<file path="src/hw/rtl/qou_pkg.sv">
`timescale 1ns / 1ps

package qou_pkg;

  // Default component format: signed Q1.14 in 16 bits.
  localparam int unsigned CompWidthDef = 16;
  localparam int unsigned FracBitsDef  = 14;

  // Request kinds carried on the input tuser.
  localparam logic FUNC_COMPOSE = 1'b0;
  localparam logic FUNC_ROTATE  = 1'b1;

  // Component positions inside a quaternion.
  localparam logic [1:0] IDX_X = 2'd0;
  localparam logic [1:0] IDX_Y = 2'd1;
  localparam logic [1:0] IDX_Z = 2'd2;
  localparam logic [1:0] IDX_W = 2'd3;

  // Sequencer states.
  typedef enum logic [2:0] {
    ST_IDLE,
    ST_HMUL0,
    ST_HMUL1,
    ST_SQ,
    ST_SQRT,
    ST_DIV_GO,
    ST_DIV_WAIT,
    ST_DONE
  } qou_state_e;

  // Control for one multiply-accumulate operation.
  typedef struct packed {
    logic valid;
    logic first;
    logic neg;
  } mac_ctrl_t;

  // One term of the Hamilton product: a[a_idx] * b[b_idx], optionally negated.
  typedef struct packed {
    logic [1:0] a_idx;
    logic [1:0] b_idx;
    logic       neg;
  } hmul_term_t;

  // Term schedule of the Hamilton product a * b; four terms per component,
  // components in x, y, z, w order.
  function automatic hmul_term_t hmul_term(input logic [3:0] step);
    hmul_term_t t;
    case (step)
      4'd0:    t = '{IDX_W, IDX_X, 1'b0};
      4'd1:    t = '{IDX_X, IDX_W, 1'b0};
      4'd2:    t = '{IDX_Y, IDX_Z, 1'b0};
      4'd3:    t = '{IDX_Z, IDX_Y, 1'b1};
      4'd4:    t = '{IDX_W, IDX_Y, 1'b0};
      4'd5:    t = '{IDX_X, IDX_Z, 1'b1};
      4'd6:    t = '{IDX_Y, IDX_W, 1'b0};
      4'd7:    t = '{IDX_Z, IDX_X, 1'b0};
      4'd8:    t = '{IDX_W, IDX_Z, 1'b0};
      4'd9:    t = '{IDX_X, IDX_Y, 1'b0};
      4'd10:   t = '{IDX_Y, IDX_X, 1'b1};
      4'd11:   t = '{IDX_Z, IDX_W, 1'b0};
      4'd12:   t = '{IDX_W, IDX_W, 1'b0};
      4'd13:   t = '{IDX_X, IDX_X, 1'b1};
      4'd14:   t = '{IDX_Y, IDX_Y, 1'b1};
      4'd15:   t = '{IDX_Z, IDX_Z, 1'b1};
      default: t = '{IDX_W, IDX_W, 1'b0};
    endcase
    return t;
  endfunction

endpackage

</file>
<file path="src/hw/rtl/quaternion_orientation_unit.sv">
`timescale 1ns / 1ps

// Quaternion orientation unit. Holds one orientation quaternion in signed
// fixed point (COMP_WIDTH bits, FRAC_BITS fraction bits), reset to identity.
// A compose request (tuser 0) multiplies the stored quaternion by the operand,
// rounds, scales the product to unit length and stores and returns it; a zero
// product is stored and returned as is. A rotate request (tuser 1) returns the
// operand vector rotated by the stored orientation with w zero, and leaves the
// state unchanged. All arithmetic runs on one shared multiply-accumulator, one
// bit-serial square root and one bit-serial divider under a sequencer, and a
// request is taken only while the sequencer is idle. A rotate runs two
// Hamilton products on the multiplier; a compose runs one Hamilton product,
// the sum of squares, the square root and four divisions, one per component.
// A zero product skips the root and divisions. A finished result sits in an
// output register, so the next request may enter while it waits.

module quaternion_orientation_unit
  import qou_pkg::*;
#(
  parameter int unsigned COMP_WIDTH = CompWidthDef,
  parameter int unsigned FRAC_BITS  = FracBitsDef,
  localparam int unsigned TdW = ((4 * COMP_WIDTH + 7) / 8) * 8
) (
  input  logic           clk_i,
  input  logic           rst_ni,
  input  logic           s_axis_tvalid_i,
  output logic           s_axis_tready_o,
  input  logic [TdW-1:0] s_axis_tdata_i,   // operand_x, operand_y, operand_z, operand_w
  input  logic           s_axis_tuser_i,   // func
  output logic           m_axis_tvalid_o,
  input  logic           m_axis_tready_i,
  output logic [TdW-1:0] m_axis_tdata_o    // out_x, out_y, out_z, out_w
);

  localparam int unsigned CW   = COMP_WIDTH;
  localparam int unsigned AccW = 2 * CW + 2;
  localparam int unsigned RtW  = AccW / 2;
  localparam int unsigned NumW = CW + FRAC_BITS;
  localparam int unsigned QW   = FRAC_BITS + 2;
  localparam int unsigned VW   = ((QW > CW) ? QW : CW) + 1;
  localparam logic signed [VW-1:0] CMaxV = VW'($signed({1'b0, {(CW-1){1'b1}}}));
  localparam logic signed [VW-1:0] CMinV = -CMaxV - VW'(1);
  localparam logic [QW-1:0] QMax = (QW'(1) << FRAC_BITS) + QW'(1);
  localparam logic [CW-1:0] WOne = (FRAC_BITS >= CW - 1) ?
                                   {1'b0, {(CW-1){1'b1}}} : (CW'(1) << FRAC_BITS);
  localparam logic [4:0] HmulLast = 5'd17;
  localparam logic [4:0] SqLast   = 5'd5;
  localparam logic [4:0] CapFirst = 5'd5;

  qou_state_e state_q, state_d;
  logic [4:0] cnt_q, cnt_d;
  logic [1:0] idx_q, idx_d;
  logic       func_q;
  logic       out_vld_q;

  logic [3:0][CW-1:0] op_q, orient_q, t_q, res_q, out_q;

  hmul_term_t term;
  mac_ctrl_t  mac_ctrl;
  logic       mac_sym;
  logic [CW-1:0] mac_a, mac_b, orient_rd, t_rd;
  logic [1:0]    orient_addr, t_addr, cap_idx;
  logic [4:0]    cap_off;
  logic [AccW-1:0]   mac_acc;
  logic signed [CW-1:0] mac_rnd;
  logic          capture, cap_t, cap_res, zero_res, div_wr, out_load, accept;
  logic          sqrt_start, sqrt_done, div_start, div_done;
  logic [RtW-1:0] root;
  logic [QW-1:0]  quot;
  logic           t_neg;
  logic [CW-1:0]  t_mag;
  logic [NumW-1:0] div_num;
  logic signed [VW-1:0] qv_s;
  logic [CW-1:0]  div_res;

  assign accept          = s_axis_tvalid_i && s_axis_tready_o;
  assign s_axis_tready_o = (state_q == ST_IDLE);

  // Operand selection for the shared multiply-accumulator.
  always_comb begin
    term        = hmul_term(cnt_q[3:0]);
    orient_addr = (state_q == ST_HMUL1) ? term.b_idx : term.a_idx;
    orient_rd   = orient_q[orient_addr];
    if (state_q == ST_SQ) begin
      t_addr = cnt_q[1:0];
    end else if (state_q == ST_HMUL1) begin
      t_addr = term.a_idx;
    end else begin
      t_addr = idx_q;
    end
    t_rd = t_q[t_addr];
    case (state_q)
      ST_HMUL0: begin
        mac_a = orient_rd;
        mac_b = op_q[term.b_idx];
      end
      ST_HMUL1: begin
        mac_a = t_rd;
        mac_b = orient_rd;
      end
      default: begin
        mac_a = t_rd;
        mac_b = t_rd;
      end
    endcase
    mac_sym = (state_q == ST_HMUL0) && (func_q == FUNC_COMPOSE);
    cap_off = cnt_q - CapFirst;
    cap_idx = cap_off[3:2];
    capture = (cnt_q >= CapFirst) && (cnt_q[1:0] == 2'b01);
  end

  // Division operands: magnitude scaled up, half the divisor added for rounding.
  always_comb begin
    t_neg   = t_rd[CW-1];
    t_mag   = t_neg ? CW'(-t_rd) : t_rd;
    div_num = (NumW'(t_mag) << FRAC_BITS) + NumW'(root >> 1);
    qv_s    = VW'(quot);
    if (t_neg) begin
      qv_s = -qv_s;
    end
    if (qv_s > CMaxV) begin
      div_res = CMaxV[CW-1:0];
    end else if (qv_s < CMinV) begin
      div_res = CMinV[CW-1:0];
    end else begin
      div_res = qv_s[CW-1:0];
    end
  end

  // Sequencer: next state and per-cycle controls.
  always_comb begin
    state_d    = state_q;
    cnt_d      = cnt_q;
    idx_d      = idx_q;
    mac_ctrl   = '0;
    cap_t      = 1'b0;
    cap_res    = 1'b0;
    zero_res   = 1'b0;
    div_wr     = 1'b0;
    out_load   = 1'b0;
    sqrt_start = 1'b0;
    div_start  = 1'b0;
    case (state_q)
      ST_IDLE: begin
        if (accept) begin
          state_d = ST_HMUL0;
          cnt_d   = '0;
          idx_d   = '0;
        end
      end
      ST_HMUL0, ST_HMUL1: begin
        mac_ctrl.valid = !cnt_q[4];
        mac_ctrl.first = (cnt_q[1:0] == 2'b00);
        mac_ctrl.neg   = term.neg ^ ((state_q == ST_HMUL1) && (term.b_idx != IDX_W));
        cap_t          = capture && (state_q == ST_HMUL0);
        cap_res        = capture && (state_q == ST_HMUL1);
        cnt_d          = cnt_q + 5'd1;
        if (cnt_q == HmulLast) begin
          cnt_d = '0;
          if (state_q == ST_HMUL1) begin
            state_d = ST_DONE;
          end else if (func_q == FUNC_ROTATE) begin
            state_d = ST_HMUL1;
          end else begin
            state_d = ST_SQ;
          end
        end
      end
      ST_SQ: begin
        mac_ctrl.valid = (cnt_q < 5'd4);
        mac_ctrl.first = (cnt_q == 5'd0);
        cnt_d          = cnt_q + 5'd1;
        if (cnt_q == SqLast) begin
          if (mac_acc == '0) begin
            zero_res = 1'b1;
            state_d  = ST_DONE;
          end else begin
            sqrt_start = 1'b1;
            state_d    = ST_SQRT;
          end
        end
      end
      ST_SQRT: begin
        if (sqrt_done) begin
          idx_d   = '0;
          state_d = ST_DIV_GO;
        end
      end
      ST_DIV_GO: begin
        div_start = 1'b1;
        state_d   = ST_DIV_WAIT;
      end
      ST_DIV_WAIT: begin
        if (div_done) begin
          div_wr = 1'b1;
          if (idx_q == IDX_W) begin
            state_d = ST_DONE;
          end else begin
            idx_d   = idx_q + 2'd1;
            state_d = ST_DIV_GO;
          end
        end
      end
      ST_DONE: begin
        if (!out_vld_q || m_axis_tready_i) begin
          out_load = 1'b1;
          state_d  = ST_IDLE;
        end
      end
      default: begin
        state_d = ST_IDLE;
      end
    endcase
  end

  // Control registers.
  always_ff @(posedge clk_i or negedge rst_ni) begin
    if (!rst_ni) begin
      state_q   <= ST_IDLE;
      cnt_q     <= '0;
      idx_q     <= '0;
      out_vld_q <= 1'b0;
      orient_q  <= {WOne, {(3*CW){1'b0}}};
    end else begin
      state_q <= state_d;
      cnt_q   <= cnt_d;
      idx_q   <= idx_d;
      if (out_load) begin
        out_vld_q <= 1'b1;
      end else if (m_axis_tready_i) begin
        out_vld_q <= 1'b0;
      end
      if (out_load && (func_q == FUNC_COMPOSE)) begin
        orient_q <= res_q;
      end
    end
  end

  // Datapath registers.
  always_ff @(posedge clk_i) begin
    if (accept) begin
      func_q   <= s_axis_tuser_i;
      op_q[0]  <= s_axis_tdata_i[0*CW +: CW];
      op_q[1]  <= s_axis_tdata_i[1*CW +: CW];
      op_q[2]  <= s_axis_tdata_i[2*CW +: CW];
      // Rotation uses the operand as a pure vector.
      op_q[3]  <= (s_axis_tuser_i == FUNC_ROTATE) ? '0 : s_axis_tdata_i[3*CW +: CW];
    end
    if (cap_t) begin
      t_q[cap_idx] <= mac_rnd;
    end
    if (cap_res) begin
      res_q[cap_idx] <= (cap_idx == IDX_W) ? '0 : mac_rnd;
    end
    if (zero_res) begin
      res_q <= t_q;
    end
    if (div_wr) begin
      res_q[idx_q] <= div_res;
    end
    if (out_load) begin
      out_q <= res_q;
    end
  end

  assign m_axis_tvalid_o = out_vld_q;
  assign m_axis_tdata_o  = TdW'(out_q);

  qou_mac #(
    .COMP_WIDTH (COMP_WIDTH),
    .FRAC_BITS  (FRAC_BITS)
  ) u_mac (
    .clk_i  (clk_i),
    .rst_ni (rst_ni),
    .ctrl_i (mac_ctrl),
    .a_i    (mac_a),
    .b_i    (mac_b),
    .sym_i  (mac_sym),
    .acc_o  (mac_acc),
    .rnd_o  (mac_rnd)
  );

  qou_isqrt #(
    .RAD_W (AccW)
  ) u_isqrt (
    .clk_i   (clk_i),
    .rst_ni  (rst_ni),
    .start_i (sqrt_start),
    .rad_i   (mac_acc),
    .done_o  (sqrt_done),
    .root_o  (root)
  );

  qou_div #(
    .N_W (NumW),
    .D_W (RtW),
    .Q_W (QW)
  ) u_div (
    .clk_i   (clk_i),
    .rst_ni  (rst_ni),
    .start_i (div_start),
    .num_i   (div_num),
    .den_i   (root),
    .done_o  (div_done),
    .quot_o  (quot)
  );

  // The root is only taken of a non-zero sum of squares.
  a_sqrt_nonzero: assert property (@(posedge clk_i) disable iff (!rst_ni)
    sqrt_start |-> (mac_acc != '0))
    else $error("square root started on a zero sum of squares");

  // A normalized component never exceeds one by more than a rounding step.
  a_quot_bound: assert property (@(posedge clk_i) disable iff (!rst_ni)
    div_done |-> (quot <= QMax))
    else $error("normalization quotient out of range");

  // A result appears only when the sequencer hands one over.
  a_out_from_done: assert property (@(posedge clk_i) disable iff (!rst_ni)
    $rose(out_vld_q) |-> $past(state_q == ST_DONE))
    else $error("result valid raised outside the hand-over state");

  // The orientation changes only at the end of a compose request.
  a_orient_update: assert property (@(posedge clk_i) disable iff (!rst_ni)
    !$stable(orient_q) |-> $past((state_q == ST_DONE) && (func_q == FUNC_COMPOSE)))
    else $error("orientation changed outside a compose hand-over");

endmodule

</file>
<file path="src/hw/rtl/qou_mac.sv">
`timescale 1ns / 1ps

module qou_mac
  import qou_pkg::*;
#(
  parameter int unsigned COMP_WIDTH = CompWidthDef,
  parameter int unsigned FRAC_BITS  = FracBitsDef
) (
  input  logic                              clk_i,
  input  logic                              rst_ni,
  input  mac_ctrl_t                         ctrl_i,
  input  logic signed [COMP_WIDTH-1:0]      a_i,
  input  logic signed [COMP_WIDTH-1:0]      b_i,
  input  logic                              sym_i,
  output logic        [2*COMP_WIDTH+1:0]    acc_o,
  output logic signed [COMP_WIDTH-1:0]      rnd_o
);

  localparam int unsigned AccW = 2 * COMP_WIDTH + 2;
  localparam logic signed [AccW-1:0] CMaxA =
    AccW'($signed({1'b0, {(COMP_WIDTH-1){1'b1}}}));
  localparam logic signed [AccW-1:0] CMinA = -CMaxA - AccW'(1);
  localparam logic signed [AccW-1:0] HalfA = AccW'(1) << (FRAC_BITS - 1);

  logic signed [2*COMP_WIDTH-1:0] prod_q;
  mac_ctrl_t                      pctrl_q;
  logic signed [AccW-1:0]         acc_q, acc_d;
  logic signed [AccW-1:0]         base, term, shifted, lo;

  // Product stage.
  always_ff @(posedge clk_i or negedge rst_ni) begin
    if (!rst_ni) begin
      pctrl_q <= '0;
    end else begin
      pctrl_q <= ctrl_i;
    end
  end

  always_ff @(posedge clk_i) begin
    if (ctrl_i.valid) begin
      prod_q <= a_i * b_i;
    end
  end

  // Accumulate stage: the sum of four products is kept exact.
  always_comb begin
    base  = pctrl_q.first ? '0 : acc_q;
    term  = AccW'(prod_q);
    acc_d = pctrl_q.neg ? base - term : base + term;
  end

  always_ff @(posedge clk_i) begin
    if (pctrl_q.valid) begin
      acc_q <= acc_d;
    end
  end

  // Round half up to the component format and saturate.
  always_comb begin
    shifted = (acc_q + HalfA) >>> FRAC_BITS;
    lo      = sym_i ? -CMaxA : CMinA;
    if (shifted > CMaxA) begin
      rnd_o = CMaxA[COMP_WIDTH-1:0];
    end else if (shifted < lo) begin
      rnd_o = lo[COMP_WIDTH-1:0];
    end else begin
      rnd_o = shifted[COMP_WIDTH-1:0];
    end
  end

  assign acc_o = acc_q;

endmodule

</file>
<file path="src/hw/rtl/qou_isqrt.sv">
`timescale 1ns / 1ps

module qou_isqrt
  import qou_pkg::*;
#(
  parameter int unsigned RAD_W = 2 * CompWidthDef + 2
) (
  input  logic                 clk_i,
  input  logic                 rst_ni,
  input  logic                 start_i,
  input  logic [RAD_W-1:0]     rad_i,
  output logic                 done_o,
  output logic [RAD_W/2-1:0]   root_o
);

  localparam int unsigned RootW = RAD_W / 2;
  localparam int unsigned RemW  = RootW + 2;
  localparam int unsigned CntW  = $clog2(RootW + 1);

  logic [RAD_W-1:0] rad_q;
  logic [RemW-1:0]  rem_q;
  logic [RootW-1:0] root_q;
  logic [CntW-1:0]  cnt_q;
  logic             busy_q, done_q;
  logic [RemW+1:0]  raw, trial;
  logic             take;

  // One root bit per cycle, two radicand bits brought down each step.
  always_comb begin
    raw   = {rem_q, rad_q[RAD_W-1 -: 2]};
    trial = {2'b00, root_q, 2'b01};
    take  = raw >= trial;
  end

  always_ff @(posedge clk_i or negedge rst_ni) begin
    if (!rst_ni) begin
      busy_q <= 1'b0;
      done_q <= 1'b0;
      cnt_q  <= '0;
    end else begin
      done_q <= 1'b0;
      if (start_i) begin
        busy_q <= 1'b1;
        cnt_q  <= CntW'(RootW);
      end else if (busy_q) begin
        cnt_q <= cnt_q - CntW'(1);
        if (cnt_q == CntW'(1)) begin
          busy_q <= 1'b0;
          done_q <= 1'b1;
        end
      end
    end
  end

  always_ff @(posedge clk_i) begin
    if (start_i) begin
      rad_q  <= rad_i;
      rem_q  <= '0;
      root_q <= '0;
    end else if (busy_q) begin
      rad_q  <= rad_q << 2;
      rem_q  <= take ? RemW'(raw - trial) : RemW'(raw);
      root_q <= {root_q[RootW-2:0], take};
    end
  end

  assign done_o = done_q;
  assign root_o = root_q;

endmodule

</file>
<file path="src/hw/rtl/qou_div.sv">
`timescale 1ns / 1ps

module qou_div
  import qou_pkg::*;
#(
  parameter int unsigned N_W = CompWidthDef + FracBitsDef,
  parameter int unsigned D_W = CompWidthDef + 1,
  parameter int unsigned Q_W = FracBitsDef + 2
) (
  input  logic            clk_i,
  input  logic            rst_ni,
  input  logic            start_i,
  input  logic [N_W-1:0]  num_i,
  input  logic [D_W-1:0]  den_i,
  output logic            done_o,
  output logic [Q_W-1:0]  quot_o
);

  localparam int unsigned CntW = $clog2(Q_W + 1);

  logic [D_W-1:0] rem_q, den_q;
  logic [Q_W-1:0] quot_q;
  logic [CntW-1:0] cnt_q;
  logic            busy_q, done_q;
  logic [D_W:0]    raw;
  logic            take;

  // Restoring division, one quotient bit per cycle. The high numerator part
  // is known to lie below the divisor, so only Q_W steps are needed.
  always_comb begin
    raw  = {rem_q, quot_q[Q_W-1]};
    take = raw >= {1'b0, den_q};
  end

  always_ff @(posedge clk_i or negedge rst_ni) begin
    if (!rst_ni) begin
      busy_q <= 1'b0;
      done_q <= 1'b0;
      cnt_q  <= '0;
    end else begin
      done_q <= 1'b0;
      if (start_i) begin
        busy_q <= 1'b1;
        cnt_q  <= CntW'(Q_W);
      end else if (busy_q) begin
        cnt_q <= cnt_q - CntW'(1);
        if (cnt_q == CntW'(1)) begin
          busy_q <= 1'b0;
          done_q <= 1'b1;
        end
      end
    end
  end

  // The quotient register doubles as the shift line for the low numerator bits.
  always_ff @(posedge clk_i) begin
    if (start_i) begin
      rem_q  <= D_W'(num_i[N_W-1:Q_W]);
      quot_q <= num_i[Q_W-1:0];
      den_q  <= den_i;
    end else if (busy_q) begin
      rem_q  <= take ? D_W'(raw - {1'b0, den_q}) : D_W'(raw);
      quot_q <= {quot_q[Q_W-2:0], take};
    end
  end

  assign done_o = done_q;
  assign quot_o = quot_q;

endmodule
</file>
<file path="config.mk">
export PLATFORM = sky130hd
export DESIGN_NAME = quaternion_orientation_unit
export DESIGN_NICKNAME = d
export VERILOG_FILES = /design/src/hw/rtl/qou_pkg.sv /design/src/hw/rtl/quaternion_orientation_unit.sv /design/src/hw/rtl/qou_mac.sv /design/src/hw/rtl/qou_isqrt.sv /design/src/hw/rtl/qou_div.sv
export SDC_FILE = /design/constraint.sdc
export NUM_CORES = 2
export LEC_CHECK = 0
export ABC_AREA = 1
export BUFFER_PORTS_ARGS = -buffer_cell sky130_fd_sc_hd__buf_4
export CAP_MARGIN = 20
export CORE_AREA = 2 2 283 285
export DETAILED_ROUTE_END_ITERATION = 8
export DIE_AREA = 0 0 285 287
export PLACE_DENSITY = 0.71
export SLEW_MARGIN = 20
export SYNTH_ARGS = -nofsm -noshare
export SYNTH_HDL_FRONTEND = slang
export SYNTH_SLANG_ARGS = --single-unit
</file>
<file path="constraint.sdc">
create_clock -name clk_i -period 8.25 [get_ports clk_i]
set_input_delay 1.2375 -clock clk_i [delete_from_list [all_inputs] [get_ports clk_i]]
set_output_delay 1.2375 -clock clk_i [all_outputs]
set_load 0.1 [all_outputs]
</file>
==> Word-level counts from Yosys, hierarchy flattened <==
Memories as Yosys holds them, arrays and structs flattened.
Index checks and enable logic that the tools add are counted.
Widths: inputs -> output; s select.
{ "totals": {"elab_cells": 213, "reg_bits": 535, "rom_bits": 80, "n_memories": 1} }
{ "memory_table": {"columns": ["memory", "depth", "word_bits", "read_ports", "rd_ports_with_merged_regs", "write_ports", "line", "source"], "rows": [
  ["(no name shown)", 16, 5, 1, 0, 0, "qou_pkg.sv:49", "case (step)"]
]} }
{ "classes": {"addsub": 13, "n_reduce_logical": 25, "order_cmp": 15, "n_eq_ne": 22, "muxes": 91, "bitwise": 2, "n_mul": 1} }
{ "ops": {"columns": ["op", "n"], "rows": [
  ["$mux 16", 14],
  ["$bwmux 64", 3],
  ["$mux 64", 3],
  ["$mux 34", 4],
  ["$bmux 16 s2", 3],
  ["$demux 16 s2", 2],
  ["$add 34x15->34 const B", 1],
  ["$add 34x32->34", 1],
  ["$logic_not 34->1", 1],
  ["$mux 17", 2],
  ["$sub 34x32->34", 1],
  ["$mul 16x16->32", 1],
  ["$pmux 16 s2", 1],
  ["$add 30x16->30", 1],
  ["$mux 1", 30],
  ["$mux 5", 6],
  ["$mux 14", 2],
  ["$ge 21x19->1", 1],
  ["$mux 3", 7],
  ["$pmux 3 s7", 1],
  ["$gt 20x16->1 const B", 1],
  ["$lt 20x16->1", 1],
  ["$mux 19", 1],
  ["$sub 19x19->19", 1],
  ["other kinds (42)", 80]
]} }

==> Longest topological paths before layout <==
{ "depth": {"depth_word": 12, "mapped_depth": 38, "mapped_depth_nobuf": 36} }

==> Modules after synthesis <==
A second synthesis with hierarchy kept.
{ "hier_totals": {"hier_cells": 4929, "hier_area_um2": 40068.4} }
{ "by_module_without_submodules": {"columns": ["module", "instances", "cells_per_inst", "area_per_inst_um2"], "rows": [
  ["qou_mac", 1, 2140, 16238.1],
  ["quaternion_orientation_unit", 1, 1751, 15815.2],
  ["qou_isqrt", 1, 585, 4413.0],
  ["qou_div", 1, 453, 3602.2]
]} }

==> Worst setup path before layout <==
No wires, ideal clock.
{ "synth_path": {"path_kind": "flip-flop to flip-flop", "startpoint": "reg cnt_q[0]", "endpoint": "reg u_mac.prod_q[30], data pin", "required_ps": 7985, "period_less_slack_ps": 8058, "setup_slack_ps": 192, "path_stages_with_launch": 32, "setup_time_ps": 265, "arrival_ps": 7793, "path_cell_list": "dfrtp_1 > inv_1 > ha_1 > xnor2_2 > inv_2 > nor2_1 > a21oi_2 > inv_2 > clkbuf_1 > o21ai_0 > o22a_1 > o211ai_1 > nand2_1 > nor2_1 > inv_1 > fa_1 > inv_1 > fa_1 > inv_1 > fa_1 > inv_1 > fa_1 > inv_1 > fa_1 > fa_1 > inv_1 > ha_1 > inv_1 > nor3_1 > a211oi_1 > o21ai_0 > xor2_1"} }
{ "synth_between": {"elab_chain_cells": 7, "word_cells_on_any_way": 13, "cone_classes": "1 x mul; 11 x mux; 1 x memory"} }
{ "synth_rtl": {"columns": ["item", "line", "source"], "rows": [
  ["start, declared", "quaternion_orientation_unit.sv:51", "logic [4:0] cnt_q, cnt_d;"],
  ["start signal, assigned", "quaternion_orientation_unit.sv:226", "cnt_q <= cnt_d;"],
  ["$mem_v2 16x5", null, null],
  ["$mux 2", "quaternion_orientation_unit.sv:86", "end else if (state_q == ST_HMUL1) begin"],
  ["$mux 2", "quaternion_orientation_unit.sv:84", "if (state_q == ST_SQ) begin"],
  ["$bmux 16 s2", "quaternion_orientation_unit.sv:91", "t_rd = t_q[t_addr];"],
  ["$mux 16 (implied by the code)", "quaternion_orientation_unit.sv:91", null],
  ["$pmux 16 s2 / $mux 16 (equally long branches)", "quaternion_orientation_unit.sv:92", "case (state_q)"],
  ["$mul 16x16->32 *", "qou_mac.sv:41", "prod_q <= a_i * b_i;"],
  ["end signal, assigned", "qou_mac.sv:41", null],
  ["end, declared", "qou_mac.sv:25", "logic signed [2*COMP_WIDTH-1:0] prod_q;"]
]} }
Mark *: on every way between the ends. The rest lies on a longest branch, timed or not. The select of a mux whose other input is x is not followed.
A chain may end at the register's enable or synchronous reset.

==> Worst setup path after layout <==
{ "layout_path": {"startpoint": "reg cnt_q[0]", "endpoint": "reg u_mac.prod_q[26], data pin"} }
Same word-level chain as after synthesis.

==> out/metrics.yaml <==
run_status: "complete, no violations"
avgViaCountPerCell: 5.41
place_ws_ns: 0.140
gr_met1_demand_resource_pct: 36.4
worstMarginPinSlew_ns: 1.13
number_of_setup_violations_in_the_final_report: 0
synthesis.yosys.warnings: 0
die_h_um: 287
start_kind: "flop"
worst-r2r-setup-slack_ns: 0.37
remaining_drc_errors: 0
post_route_cells_drive_above_1_share_pct: 11.5
nNetsFinal: 5047
critical-path-max-stage-delay_ns: 0.58
coreArea_um2: 78600
critical-path-slowest-cell: "fa_1"
async_flop_share_pct: 17.2
detail_route.wirelength_um: 110000
crit_start: "cnt_q[0]$_DFFE_PN0P_"
overall_track_demand_over_capacity_in_global_routing_pct: 26.9
drv.max_cap_violation_count: 0
synth.lib_cells_used.distinct: 66
cts_htree_levels: 2
max_freq_ghz: 0.127
rsz_0062_raised_after_global_routing: "yes"
port-buffer-count: 134
die-area_um2: 81800
grt_busiest_layer: "met2"
final_period_minus_worst_setup_slack_ns: 7.88
timing.slew.headroom_pct: 23.9
finalCritPeriodShare_pct: 95.6
timing.final.hold_violations: 0
ys_seq_elements: 535
post_drt_wl_per_cell_um: 19.5
worst_setup_path_endpoint: "u_mac.prod_q[26]$_DFFE_PP_"
grt.overflow.total: 0
critical_r2r_capture: "u_mac.prod_q[26]$_DFFE_PP_"
tritoncts_num_sinks: 535
floorplan.rows: 103
path_common_cell: "inv_1"
clockBufferDepth: 3
syn_nets: 4876
critical_path.n_buffers_inverters: 11
worstReg2RegStart: "cnt_q[0]$_DFFE_PN0P_"
via_count_of_the_first_global_routing_pass: 29500
synth_edf_count: 340
synthCells: 4373
ys.flop_type: "edfxtp_1"
clock_pin_slew_on_the_worst_setup_and_hold_paths_ns: 0.06
mappedNetlistArea_um2: 38200
place.detailed.hpwl_um: 85200
timing_max_transition_violations_final: 0
timing.critical_path.fanout_max: 7
grt.met3_usage_pct: 4.49
routed-via-count: 30600
crit_path_end_kind: "flop"
synth_area_per_cell_um2: 8.73
critical-path-top-delay-family: "adder cells"
grt_first_pass_wirelength_um: 171000
worstSetupPathDepth: 33
reg2regPathDepth: 33
boundaryPins: 135
clk-insertion-delay-late_ns: 0.66
cp.arrival_ns: 8.26
floorplan.initialDensity_pct: 48.6
timing.final.ws_setup_ns: 0.365
drtAntennaViolNets: 0
cts_hold_repair.buffers: 0
detail_route.iter0.violations: 2995
clock_tree.root_cell: "clkbuf_16"
worst_hold_slack_ns: 0.415
detail_route.first_pass.iterations: 6
layout-area-overhead-vs-synth_pct: 12.3
cts_made_buffers: 55
tritoncts: "done"
fin_tns_setup_ns: 0
grt_start_max_net_pins: 75
fin_worst_skew_ns: 0.0468
min-delay-path-class: "reg -> reg"
critical_path_class: "reg -> reg"
groute.layer.met2.usage_pct: 43.0
design_area_final_um2: 42900
critPathRequiredTime_ns: 8.62
gp_routability_congestion: 0.992
grt_antenna_before_repair: 2
ys_seq_area_share_pct: 38.2
placed_cell_area_um2: 40700
dieWidth_um: 285
## synthesized netlist by cell type, types with 6 or more instances
cell / number / share of area (%)
clkbuf_1: 92 / 0.90
nor4_1: 20 / 0.33
nor2_2: 8 / 0.13
a21oi_1: 213 / 2.8
a31oi_1: 23 / 0.38
a21o_1: 10 / 0.20
nor2_1: 443 / 4.4
buf_2: 33 / 0.43
xor2_1: 103 / 2.4
clkinv_1: 7 / 0.069
nand2_2: 17 / 0.28
fa_1: 265 / 14
inv_2: 16 / 0.16
o21ai_1: 20 / 0.26
nand2_1: 787 / 7.7
nand4_1: 20 / 0.33
buf_1: 6 / 0.059
a21boi_0: 7 / 0.14
edfxtp_1: 340 / 27
o21bai_1: 49 / 0.96
dfrtp_1: 91 / 6.0
nor3_1: 38 / 0.50
inv_1: 723 / 7.1
o21ai_0: 280 / 3.7
o211ai_1: 19 / 0.37
a211oi_1: 7 / 0.14
xnor2_1: 51 / 1.2
dfxtp_1: 103 / 5.4
mux2_2: 64 / 1.9
o21a_1: 8 / 0.16
nand3_1: 227 / 3.0
o22ai_1: 23 / 0.38
o22a_1: 16 / 0.37
o21ai_2: 10 / 0.23
ha_1: 169 / 5.5
or2_2: 8 / 0.13
## cell type report
class                           instances  area (µm²)
Fill cell                            7068       35700
Clock buffer                           74        1540
Tap cell                             1050        1310
Clock inverter                         30         317
Antenna cell                            3        7.51
Timing Repair Buffer                  252        1920
Multi-Input combinational cell       2954       20400
Sequential cell                       535       14600
Inverter                              746        2810
## worst min path at each step
stage,start,end,cells past startpoint,slack (ns)
after floorplan,u_isqrt.root_o[0]$_SDFFE_PP0P_,u_div.den_q[0]$_DFFE_PP_,0,0.41
after global placement,u_isqrt.root_o[1]$_SDFFE_PP0P_,u_div.den_q[1]$_DFFE_PP_,0,0.41
after detailed placement,u_isqrt.root_o[1]$_SDFFE_PP0P_,u_div.den_q[1]$_DFFE_PP_,0,0.42
after CTS,u_isqrt.root_o[11]$_SDFFE_PP0P_,u_div.den_q[11]$_DFFE_PP_,0,0.42
after global routing,u_isqrt.root_o[11]$_SDFFE_PP0P_,u_div.den_q[11]$_DFFE_PP_,0,0.43
final,u_isqrt.root_o[11]$_SDFFE_PP0P_,u_div.den_q[11]$_DFFE_PP_,0,0.41
## state kept, by name (all words and copies together) (netlist names), 2 cells and up
signal and count:
u_isqrt.rad_q 34, state_q 3, u_isqrt.root_o 17, u_isqrt.cnt_q 5, u_mac.prod_q 32, res_q 64
orient_q 64, u_isqrt.rem_q 19, u_div.quot_o 16, t_q 64, u_mac.acc_o 34, m_axis_tdata_o 64
idx_q 2, u_div.rem_q 17, u_mac.pctrl_q 3, cnt_q 5, op_q 64, u_div.den_q 17
u_div.cnt_q 5
## through the flow
step	util, %	std cells
6_report	54.5	5644
4_1_cts	54.1	5620
3_5_place_dp	51.7	5516
2_1_floorplan	-	4373
3_3_place_gp	51.7	5516
5_1_grt	54.5	5641
## cells by family (layout without fill, tap and decap cells)
kind of cell	after synthesis	in the layout	synth area share, %
flip-flops	535	535	38.2
adder cells (fa/ha/maj)	434	434	19.4
XOR/XNOR	156	156	3.63
AO/OA/AOI/OAI	711	711	10.6
multiplexers	64	64	1.89
other	0	3	0
AND/OR/NAND/NOR	1589	1589	17.3
buffers and inverters	884	1102	8.91
## cell usage in the layout (no fill, tap or decap), types with 38 or more instances in the layout
cell	synthesis	final
nand2_1	787	783
xor2_1	103	103
dfxtp_1	103	103
clkbuf_16	0	56
a21oi_1	213	210
fa_1	265	259
edfxtp_1	340	340
ha_1	169	165
o21bai_1	49	48
nor2_1	443	428
inv_1	723	715
nand3_1	227	225
buf_4	4	245
o21ai_0	280	276
nor3_1	38	38
xnor2_1	51	51
dfrtp_1	91	91
mux2_2	64	64
## timing repair
action | CTS | global route
setup endpoints to repair | 0 | 12
buffers inserted | 0 | 20
resized for setup | 0 | 54
## per-layer routing
layer / routed length [µm] / vias to the layer above
met5: 11 / -
met2: 50100 / 1208
met4: 5370 / 2
met3: 8240 / 237
li1: - / 14500
met1: 46100 / 14600
Power is left out: the tool's default activity adds up to more than one toggle a clock period on the data nets, which glitch-free logic cannot reach.
